## src/rtl/exp_mixture_jump_sampler_macros.svh

```systemverilog
// ----------------------------------------------------------------------------
// exp_mixture_jump_sampler assertion macros
// shared property shorthands on clock / reset of the including module
// ----------------------------------------------------------------------------
`ifndef EXP_MIXTURE_JUMP_SAMPLER_MACROS_SVH
`define EXP_MIXTURE_JUMP_SAMPLER_MACROS_SVH

// same-cycle implication
`define EMJS_ASSERT_IMP(lbl, ante, cons, msg) \
   lbl: assert property (@(posedge clock) disable iff (reset) (ante) |-> (cons)) \
      else $error(msg);

// next-cycle implication
`define EMJS_ASSERT_NXT(lbl, ante, cons, msg) \
   lbl: assert property (@(posedge clock) disable iff (reset) (ante) |=> (cons)) \
      else $error(msg);

`endif

```

## src/rtl/emjs_pkg.sv

```systemverilog
// ----------------------------------------------------------------------------
// emjs_pkg
// shared codes, widths and divider interface types for the jump sampler
// ----------------------------------------------------------------------------
`timescale 1ns / 1ps

package emjs_pkg;

   // action codes carried in the request tuser
   localparam logic [2:0] ACT_WR_BREAK = 3'd0;
   localparam logic [2:0] ACT_WR_COMP  = 3'd1;
   localparam logic [2:0] ACT_SAMPLE   = 3'd2;
   localparam logic [2:0] ACT_LAPLACE  = 3'd3;
   localparam logic [2:0] ACT_SCALE    = 3'd4;

   // error codes carried in the response tuser
   localparam logic [1:0] ERR_OK           = 2'd0;
   localparam logic [1:0] ERR_ZERO_TOTAL   = 2'd1;
   localparam logic [1:0] ERR_ZERO_UNIFORM = 2'd2;

   // register indexes (word address bit 2)
   localparam logic REG_PIECES     = 1'b0;
   localparam logic REG_COMPONENTS = 1'b1;

   localparam logic [31:0] ONE_Q16 = 32'h0001_0000;
   localparam logic [31:0] LN2_Q32 = 32'hB172_17F8;
   localparam logic [31:0] MAX32   = 32'hFFFF_FFFF;

   localparam int REQ_DATA_W = 216;
   localparam int RSP_DATA_W = 72;
   localparam int TOT_W      = 20;
   localparam int NUM_W      = 52;

   // serial divider: remainder stays below the 65-bit divisor
   localparam int DIV_W = 65;
   localparam int QUO_W = 32;
   localparam int CNT_W = 5;

   typedef struct packed {
      logic             start;
      logic [DIV_W-1:0] divisor;
      logic [DIV_W-1:0] rem_init;
      logic [QUO_W-1:0] dividend_lo;
   } div_req_type;

   typedef struct packed {
      logic             done;
      logic [QUO_W-1:0] quotient;
   } div_rsp_type;

endpackage

```

## src/rtl/emjs_serial_div.sv

```systemverilog
// ----------------------------------------------------------------------------
// emjs_serial_div
// restoring divider, one quotient bit per cycle, 32 bits per run
// ----------------------------------------------------------------------------
`timescale 1ns / 1ps

module emjs_serial_div (
   input  logic                  clock,
   input  logic                  reset,
   input  emjs_pkg::div_req_type div_req,
   output emjs_pkg::div_rsp_type div_rsp
);
   import emjs_pkg::*;

   logic [DIV_W-1:0] rem_ff, rem_in;
   logic [DIV_W-1:0] dvs_ff, dvs_in;
   logic [QUO_W-1:0] lo_ff, lo_in;
   logic [QUO_W-1:0] quo_ff, quo_in;
   logic [CNT_W-1:0] cnt_ff, cnt_in;
   logic             busy_ff, busy_in;
   logic             done_ff, done_in;
   logic [DIV_W:0]   shifted;
   logic [DIV_W:0]   reduced;
   logic             fits;

   always_comb begin
      shifted = {rem_ff, lo_ff[QUO_W-1]};
      reduced = shifted - {1'b0, dvs_ff};
      fits    = (shifted >= {1'b0, dvs_ff});
      rem_in  = rem_ff;
      dvs_in  = dvs_ff;
      lo_in   = lo_ff;
      quo_in  = quo_ff;
      cnt_in  = cnt_ff;
      busy_in = busy_ff;
      done_in = 1'b0;
      if (div_req.start) begin
         rem_in  = div_req.rem_init;
         dvs_in  = div_req.divisor;
         lo_in   = div_req.dividend_lo;
         quo_in  = '0;
         cnt_in  = '0;
         busy_in = 1'b1;
      end else if (busy_ff) begin
         rem_in = fits ? reduced[DIV_W-1:0] : shifted[DIV_W-1:0];
         lo_in  = {lo_ff[QUO_W-2:0], 1'b0};
         quo_in = {quo_ff[QUO_W-2:0], fits};
         cnt_in = cnt_ff + 1'b1;
         if (cnt_ff == CNT_W'(QUO_W-1)) begin
            busy_in = 1'b0;
            done_in = 1'b1;
         end
      end
   end

   always_ff @(posedge clock) begin
      if (reset) begin
         cnt_ff  <= '0;
         busy_ff <= 1'b0;
         done_ff <= 1'b0;
      end else begin
         cnt_ff  <= cnt_in;
         busy_ff <= busy_in;
         done_ff <= done_in;
      end
      rem_ff <= rem_in;
      dvs_ff <= dvs_in;
      lo_ff  <= lo_in;
      quo_ff <= quo_in;
   end

   assign div_rsp.done     = done_ff;
   assign div_rsp.quotient = quo_ff;

endmodule

```

## config.mk

```make
export PLATFORM = sky130hd
export DESIGN_NAME = emjs_serial_div
export DESIGN_NICKNAME = d
export VERILOG_FILES = /design/src/rtl/exp_mixture_jump_sampler_macros.svh /design/src/rtl/emjs_pkg.sv /design/src/rtl/emjs_serial_div.sv
export SDC_FILE = /design/constraint.sdc
export NUM_CORES = 1
export LEC_CHECK = 0
export ABC_CLOCK_PERIOD_IN_PS = 4700
export BUFFER_PORTS_ARGS = -buffer_cell sky130_fd_sc_hd__buf_2
export CAP_MARGIN = 5
export CORE_MARGIN = 1.5
export CORE_UTILIZATION = 45
export CTS_BUF_LIST = sky130_fd_sc_hd__clkbuf_8
export CTS_CLUSTER_SIZE = 8
export DETAILED_ROUTE_END_ITERATION = 8
export HOLD_SLACK_MARGIN = 0.08
export PLACE_DENSITY = 0.65
export SLEW_MARGIN = 40
export SYNTH_ARGS = -nofsm -noshare
export SYNTH_HDL_FRONTEND = slang
export SYNTH_SLANG_ARGS = --single-unit
```

## constraint.sdc

```tcl
create_clock -name clock -period 4.7 [get_ports clock]
set_clock_uncertainty 0.1 [all_clocks]
set_input_delay 0.235 -clock clock [delete_from_list [all_inputs] [get_ports clock]]
set_output_delay 0.235 -clock clock [all_outputs]
set_load 0.1 [all_outputs]
```

Yosys cells after proc, flatten, opt, wreduce, memory -nomap -nowiden. Cells that the tools add are included.

Word-level logic and storage cells: 24. Register bits: 201. Output and inout port bits: 33.

Order comparisons: 1. Reductions and logical operators: 3. Multiplexer cells: 9. Add/sub/neg operators: 2. Bitwise gates (word level): 1. Equal/unequal tests: 1.

Operators by type and width (number): $mux W65 (3); $ge A66 B65 Y1 (1); $sub A65 B65 Y65 (1); $mux W32 (2); $add A5 B1 Y5 const B (1); $eq A5 B5 Y1 const B (1); $mux W1 (4); $reduce_or A3 Y1 (1); $reduce_bool A2 Y1 (1); $reduce_or A2 Y1 (1); $not A1 Y1 (1).

Depth between registers and ports, before layout. Gate-level depths: netlist of run 1.

Word-level depth: 4. Mapped depth: 16.

Worst setup path before layout of run 1. No wires, ideal clock.

Kind: register to register. Start: register rem_ff[6]. End: register rem_ff[61], data pin. Clock period less this slack: 3.581 ns. Cell stages (with the launch flop): 14. Buffers on the path: 2. Setup time: 0.261 ns. Path slack: 1.119 ns. Data required time: 4.339 ns. Arrival time: 3.220 ns. Path through: edfxtp_1 ha_1 buf_2 o211ai_1 or4_1 o221a_2 a31oi_4 nand3_2 a2111oi_4 o21bai_2 a21o_1 buf_6 and3_1 a221o_1.

Word-level cells in the longest chain between the ends: 4. Elaborated cells on any way between the ends: 5. Those cells by class: add/sub: 1; order compare: 1; mux: 3.

Ends and longest elaborated chain: start, declared (RTL line emjs_serial_div.sv:15) `logic [DIV_W-1:0] rem_ff, rem_in;`; start signal, assigned (RTL line emjs_serial_div.sv:66) `rem_ff <= rem_in;`; $sub A65 B65 Y65 or $ge A66 B65 Y1 (tied branches) (RTL line emjs_serial_div.sv:28, emjs_serial_div.sv:29); $mux W65 * (RTL line emjs_serial_div.sv:45) `rem_in = fits ? reduced[DIV_W-1:0] : shifted[DIV_W-1:0];`; $mux W65 * (RTL line emjs_serial_div.sv:44) `end else if (busy_ff) begin`; $mux W65 * (RTL line emjs_serial_div.sv:37) `if (div_req.start) begin`; via rem_in[61] (RTL line emjs_serial_div.sv:15).

The timed path passes the listed nets; every way through them passes the cells marked *. The select of a mux whose other input is x is not followed. A chain may end at the register's enable or synchronous reset.

Worst setup path in the final report of run 1.
Start: register rem_ff[15]. End: register rem_ff[9], data pin.

Word-level cells in the longest chain between the ends: 4.

Ends and longest elaborated chain: $ge A66 B65 Y1 (RTL line emjs_serial_div.sv:29) `fits = (shifted >= {1'b0, dvs_ff});`; $mux W65 (RTL line emjs_serial_div.sv:45); $mux W65 (RTL line emjs_serial_div.sv:44); $mux W65 (RTL line emjs_serial_div.sv:37); via rem_in[9] (RTL line emjs_serial_div.sv:15).

The timed path passes the listed nets, and every way through them passes these cells. The select of a mux whose other input is x is not followed.

==> results of run 1 <==
## sequential cells by signal, summed over array words and instances, names as in the netlist
register and count:
done_ff 1, quo_ff 32, lo_ff 32, busy_ff 1
dvs_ff 65, cnt_ff 5, rem_ff 65
## synthesized netlist by cell type (all sizes together), types with 9 or more instances
master	number	area [sq um]
nand2	132	495
mux2i	41	410
a221o	10	100
nand2b	9	56.3
ha	67	838
buf	21	115
o21ai	47	235
inv	84	315
a21o	25	188
nand3	53	270
nor2	92	345
nand4	19	119
a21oi	86	442
and2	11	68.8
xnor2	40	350
dfxtp	39	781
o311ai	35	307
clkbuf	41	154
a31oi	19	134
xor2	25	219
o21bai	11	86.3
edfxtp	162	4860
and3	15	93.8
mux2	32	360
## repair_timing
action | CTS | global route
endpoints found under the hold margin | 169 | 0
endpoints found under the setup margin | 0 | 0
hold buffers | 163 | 0
## power groups by stage
| stage | logic [mW] | clock network [mW] | registers (mW) |
|---|---|---|---|
| 2_1_floorplan | 2.72 | 0 | 2.51 |
| 3_3_place_gp | 3.49 | 0 | 2.54 |
| 3_5_place_dp | 3.53 | 0 | 2.55 |
| 4_1_cts | 3.65 | 1.72 | 2.52 |
| 5_1_grt | 4.09 | 1.80 | 2.56 |
| 6_report | 3.68 | 1.68 | 2.52 |
## per-stage QoR
stage / setup slack (ps) / power (mW)
floorplan: 1120 / 5.23
global placement: 607 / 6.04
detailed placement: 497 / 6.08
CTS: 436 / 7.90
global route: 196 / 8.44
finish: 429 / 7.89
## kinds of logic after synthesis
kind of cell / after synthesis
multiplexers: 73
adder cells (fa/ha/maj): 68
buffers and inverters: 146
flip-flops: 201
AND/OR/NAND/NOR: 363
AO/OA/AOI/OAI: 286
XOR/XNOR: 65
## final timing paths
check                to  slack [ps]  depth (start not counted)
max reg2reg   rem_ff[9]         430                         11
max           rem_ff[9]         430                         11
min reg2reg  quo_ff[15]         420                          2
min           quo_ff[2]         190                          2
## layer usage
metal	vias up	part of all wire [%]	global-route usage, %
met3	58	6.2	4.68
li1	5131	-	-
met5	-	0	0
met2	324	47	38.8
met1	4796	44	29.4
met4	0	2.4	7.39
## worst max-delay path, cell delays in order, from the launching register on
cell	delay, ps
sky130_fd_sc_hd__edfxtp_1	410
sky130_fd_sc_hd__ha_1	410
sky130_fd_sc_hd__nand4_1	160
sky130_fd_sc_hd__or4_1	530
sky130_fd_sc_hd__o221a_2	290
sky130_fd_sc_hd__a31oi_4	200
sky130_fd_sc_hd__nand3_2	140
sky130_fd_sc_hd__a2111oi_4	450
sky130_fd_sc_hd__o21bai_2	140
sky130_fd_sc_hd__a21o_2	440
sky130_fd_sc_hd__buf_4	320
sky130_fd_sc_hd__o311ai_0	430
## cell type report
cell class | count | area [sq um]
fill | 2261 | 10500
multi-input combinational | 855 | 5790
sequential | 201 | 5650
timing repair buffer | 374 | 2750
clock buffer | 43 | 592
tap | 335 | 419
inverter | 84 | 318
clock inverter | 25 | 140
==> results.rst, run 1 <==
.. list-table::
   :header-rows: 1

   * - Metric
     - Value
   * - Number of clock sinks
     - 201
   * - Maximum number of pins on one net before global-route repair
     - 85
   * - Height of the die
     - 166 um
   * - Hpwl dp
     - 21.4 mm
   * - Net switching power figure
     - 3.11 mW
   * - Global Route Usage Sum
     - 22.9%
   * - Switching portion of total power
     - between 30 and 40%
   * - Cell leakage power
     - between 6 and 7 nW
   * - Endpoint class of the critical path
     - register
   * - Critical path launch point type
     - register
   * - Clk root buf
     - sky130_fd_sc_hd__clkbuf_8
   * - Synth Area in Compound Gates
     - 16.2%
   * - Required arrival time at the worst endpoint
     - between 4000 and 5000 ps
   * - Wire length reported by the detailed router
     - 32.2 mm
   * - Std-Cell Rows
     - 59
   * - Gpl congestion
     - 0.883
   * - Number of distinct library cells after synthesis
     - 63
   * - Area overhead of the layout relative to synthesis
     - 30.3%
   * - Cell area after layout
     - 0.0157 sq mm
   * - Final min period
     - 4270 ps
   * - Worst setup path start
     - rem_ff[15]
   * - Clk pwr share
     - 21.3%
   * - Post-route antenna net violation count
     - 0
   * - Final setup violation count
     - 0
   * - CTS H-tree depth
     - 2
   * - Max-cap check violation count
     - 0
   * - Final Hold Viols
     - 0
   * - Areal power density over the cells
     - ~500 mW/mm^2
   * - Initial standard-cell utilization of the core
     - between 40% and 50%
   * - Share of synthesized area occupied by flip-flops and latches
     - 47.0%
   * - XOR/XNOR Fraction of Synth Area
     - 4.74%
   * - Tightest Hold Check Type
     - input pin to register
   * - Post-route clock period utilization
     - 90.9%
   * - Via count of the routed design
     - 10300
   * - Sum of negative setup slack
     - 0 ps
   * - Run status
     - finished, violations left
   * - Highest attainable clock frequency
     - 0.234 GHz
   * - Average footprint of a synthesized cell
     - 10.0 sq um
   * - Initial antenna violation count
     - 0
   * - Diodes inserted
     - 0
   * - Main combinational cell family by area after synthesis
     - compound AO/OA/AOI/OAI gates
   * - VDD IR max
     - 221 uV
   * - Worst R2R Start
     - rem_ff[15]
   * - Count of unresolved DRC violations after routing
     - 9
   * - 1st-pass router iterations
     - 7
   * - Core utilization of the finished layout
     - 59.9%
   * - Clock tree from TritonCTS
     - built
   * - Async set-or-reset flop fraction in the synthesized netlist
     - 0%
   * - Min-Delay Startpoint
     - div_req[162]
   * - Multiplexer share of the synthesized area
     - under 10%
   * - Number of enable flip-flop cells after synthesis
     - around 160
   * - Violated checks
     - design-rule violations
   * - Largest driver fanout on the critical path
     - 37
   * - Mapped Nets
     - 1435
   * - # nets final
     - approximately 1800
   * - #FFs+latches synth
     - roughly 200
   * - Commonest cells after routing, fill and taps aside
     - sky130_fd_sc_hd__buf_2, sky130_fd_sc_hd__dlygate4sd3_1, sky130_fd_sc_hd__edfxtp_1, sky130_fd_sc_hd__nand2_1, sky130_fd_sc_hd__inv_1
   * - Cell area after synthesis
     - 0.0120 sq mm
   * - Portion of total power attributed to sequential cells
     - 32.0%
   * - Number of global-route vias before repair
     - 10300
   * - Gate Count Post-Synth
     - between 1000 and 1500
   * - Part of the power in combinational logic
     - a little under half
   * - Placed cell count
     - 1686
   * - Adder-cell share of the synthesized area
     - 7.14%
   * - Routed length per placed instance
     - around 17 um
   * - Post-placement cell area
     - 0.0133 sq mm
   * - Register clock-pin slew on the reported worst setup and hold paths
     - 60 ps
   * - Total core area
     - 0.0261 sq mm
   * - Basic-gate share of the synthesized area counting and, or, nand and nor cells
     - ~14%
   * - Worst slew margin relative to its limit
     - 47.8%
   * - Setup repair after global routing missed its margin
     - no
   * - Layout cell share with drive strength beyond 1
     - 19.7%
   * - Setup bufs post-CTS
     - 0
   * - Arrival time at the worst endpoint
     - 4490 ps
   * - Internal Pwr Total
     - 4.78 mW
   * - TritonCTS Buffers
     - 38
   * - Warning count from the yosys run
     - 0
   * - DRC marker count from the first detailed-route iteration
     - 632
   * - Layout Cells excl Fill
     - roughly 1900
   * - Post-CTS resize count
     - 0
   * - Max Root-Sink Buffers
     - 3
   * - Most common cell after layout, fill and taps aside
     - sky130_fd_sc_hd__buf_2
   * - Port Buf Inserts
     - 197
   * - Worst Setup Path Type
     - register to register
   * - Number of pins exceeding their max-slew limit in the final report
     - 0
   * - Ports placed on the boundary
     - 198
   * - Most used flip-flop cell after synthesis
     - sky130_fd_sc_hd__edfxtp_1
   * - Clock insertion delay at the later pin of the skew report
     - 550 ps
   * - Via density
     - 5.38
   * - Global-route congestion overflow total
     - 0
   * - Measured slew at the worst slew-check pin
     - 783 ps
   * - Worst hold margin
     - 188 ps
   * - Total die area
     - 0.0277 sq mm
   * - Wire length of the first global-routing pass
     - 51.8 mm
   * - Die boundary width
     - ~170 um
Note: power is estimated with default switching activity, not from simulation.
==> run 2, diff against run 1 <==
Settings changed: CORE_UTILIZATION 45 to 59, PLACE_DENSITY 0.65 to 0.82.
==> results.rst, run 2 (synthesis gave the netlist of run 1 again) <==
.. list-table::
   :header-rows: 1

   * - Metric
     - Value
   * - Run status
     - complete, no violations
   * - Total die area
     - 0.0212 sq mm
   * - Clock tree from TritonCTS
     - built
   * - Area overhead of the layout relative to synthesis
     - 28.6%
   * - Via density
     - 5.85
   * - Layout cell share with drive strength beyond 1
     - 19.2%
   * - Measured slew at the worst slew-check pin
     - 854 ps
   * - Number of clock sinks
     - 201
   * - Register-to-Register Setup Slack
     - 440 ps
   * - # fillers
     - roughly 1300
   * - Worst R2R Start
     - rem_ff[6]
   * - Max-cap check violation count
     - 0
   * - Worst hold path endpoint
     - dvs_ff[4]
   * - Count of unresolved DRC violations after routing
     - 0
   * - Final min period
     - 4260 ps
   * - Clk root buf
     - sky130_fd_sc_hd__clkbuf_8
   * - Clk pwr share
     - between 10% and 20%
   * - Total core area
     - 0.0201 sq mm
   * - Height of the die
     - 146 um
   * - Highest attainable clock frequency
     - roughly 0.23 GHz
   * - Biggest registers after layout
     - dvs_ff x65, rem_ff x65
   * - CTS H-tree depth
     - 2
   * - Hpwl dp
     - 20.6 mm
   * - Commonest cells after routing, fill and taps aside
     - sky130_fd_sc_hd__buf_2, sky130_fd_sc_hd__dlygate4sd3_1, sky130_fd_sc_hd__edfxtp_1, sky130_fd_sc_hd__nand2_1, sky130_fd_sc_hd__inv_1
   * - Most common cell after layout, fill and taps aside
     - sky130_fd_sc_hd__buf_2
   * - Max Root-Sink Buffers
     - 3
   * - Routed length per placed instance
     - 18.4 um
   * - Global-route congestion overflow total
     - 0
   * - Std-Cell Rows
     - 52
   * - Number of global-route vias before repair
     - 10900
   * - Worst slack, placed
     - 454 ps
   * - Tightest Hold Check Type
     - input pin to register
   * - Post-route clock period utilization
     - approximately 91%
   * - Wire length reported by the detailed router
     - 33.8 mm
   * - Worst Setup Path Type
     - register to register
   * - Switching portion of total power
     - 40.1%
   * - Initial antenna violation count
     - 0
   * - Wire length of the first global-routing pass
     - between 50 and 60 mm
   * - Ports placed on the boundary
     - 198
   * - Areal power density over the cells
     - 503 mW/mm^2
   * - DRC marker count from the first detailed-route iteration
     - 839
   * - Maximum number of pins on one net before global-route repair
     - 158
   * - Cell leakage power
     - approximately 6.7 nW
   * - Largest driver fanout on the critical path
     - 38
   * - Die boundary width
     - between 100 and 150 um
   * - Register clock-pin slew on the reported worst setup and hold paths
     - 60 ps
   * - Net switching power figure
     - 3.12 mW
   * - Setup bufs post-CTS
     - 0
   * - Placed cell count
     - ~1600
   * - Required arrival time at the worst endpoint
     - 4890 ps
   * - Gpl congestion
     - between 0.9 and 1
   * - Global Route Usage Sum
     - 31.7%
   * - Arrival time at the worst endpoint
     - 4450 ps
   * - Port Buf Inserts
     - between 150 and 200
   * - VDD IR max
     - 349 uV
   * - 1st-pass router iterations
     - 5
   * - Portion of total power attributed to sequential cells
     - 32.6%
   * - Number of instances on the worst hold path
     - 1
   * - Initial standard-cell utilization of the core
     - 59.8%
   * - Part of the power in combinational logic
     - between 40 and 50%
   * - Layout Cells excl Fill
     - approximately 1800
   * - Endpoint class of the critical path
     - register
   * - Setup repair after global routing missed its margin
     - no
   * - Register-to-Register Path Depth
     - 12
   * - Post-route antenna net violation count
     - 0
   * - TritonCTS Buffers
     - 35
   * - Final setup violation count
     - 0
   * - Clock insertion delay at the later pin of the skew report
     - 540 ps
   * - Diodes inserted
     - 0
   * - Final Hold Viols
     - 0
   * - Post-CTS resize count
     - 0
   * - Sum of negative setup slack
     - 0 ps
   * - Reg-to-reg critical path endpoint
     - rem_ff[0]
   * - Via count of the routed design
     - 10800
   * - Internal Pwr Total
     - around 4.7 mW
   * - # nets final
     - 1781
   * - Number of pins exceeding their max-slew limit in the final report
     - 0
   * - Min-Delay Startpoint
     - div_req[162]
   * - Critical path launch point type
     - register
   * - Final worst setup slack
     - 441 ps
   * - Worst slew margin relative to its limit
     - 43.1%
## run 2: cell count changes in the layout (fill, tap and decap cells not counted), sizes merged
cell | previous run | this run
clkbuf | 44 | 36
buf | 210 | 208
inv | 99 | 98
## run 2: per-stage QoR
stage          instance area, sq um  power (mW)  hold WS [ps]  utilization, %
4_1_cts                       15400        7.67          88.4            76.8
6_report                      15400        7.77          90.0            76.8
3_3_place_gp                  13200        5.97           303            65.6
2_1_floorplan                 12000        5.23           204               -
3_5_place_dp                  13200        6.05           308            65.6
5_1_grt                       15400        8.25           106            76.8
## run 2: critical path, stage by stage, from the launching register on
cell	delay (ps)
sky130_fd_sc_hd__edfxtp_1	410
sky130_fd_sc_hd__ha_1	430
sky130_fd_sc_hd__o211ai_1	210
sky130_fd_sc_hd__or4_1	500
sky130_fd_sc_hd__o221a_2	270
sky130_fd_sc_hd__a31oi_4	180
sky130_fd_sc_hd__nand3_2	120
sky130_fd_sc_hd__a2111oi_4	440
sky130_fd_sc_hd__o21bai_2	140
sky130_fd_sc_hd__a21o_2	470
sky130_fd_sc_hd__buf_4	330
sky130_fd_sc_hd__mux2i_1	130
sky130_fd_sc_hd__mux2_2	260
## run 2: power by group through the flow
stage / registers, mW / logic (mW) / clock network [mW]
4_1_cts: 2.52 / 3.63 / 1.52
3_3_place_gp: 2.54 / 3.42 / 0
6_report: 2.54 / 3.71 / 1.52
5_1_grt: 2.56 / 4.07 / 1.62
3_5_place_dp: 2.55 / 3.50 / 0
2_1_floorplan: 2.51 / 2.72 / 0
## run 2: final cells by class
type                    count  area (sq um)  share of cell area [%]
well taps                 270           338                    2.19
clock buffers              36           495                    3.21
clock inverters            24           133                   0.858
multi-input cells         855          5790                    37.5
inverters                  84           315                    2.04
flip-flops and latches    201          5650                    36.5
repair buffers            371          2730                    17.7
## run 2: worst max path at each step
stage               cells after the start    endpoint        from
global route                           12   rem_ff[0]   rem_ff[6]
CTS                                    12   rem_ff[0]   rem_ff[6]
floorplan                              13  rem_ff[61]   rem_ff[6]
detailed placement                     12   rem_ff[0]  rem_ff[15]
finish                                 12   rem_ff[0]   rem_ff[6]
global placement                       12   rem_ff[0]  rem_ff[16]
## run 2: timing repair
item                                   4_1_cts  5_1_grt
hold buffers                               163        0
endpoints found under the hold margin      169        0
setup endpoints to repair                    0        0
## run 2: metal layers
layer / GRT usage [%] / share of wire [%] / vias up
met3: 6.18 / 7.7 / 101
met1: 39.5 / 40 / 5032
met4: 10.8 / 3.3 / 0
li1: - / - / 5099
met2: 55.1 / 49 / 535
met5: 0 / 0 / -
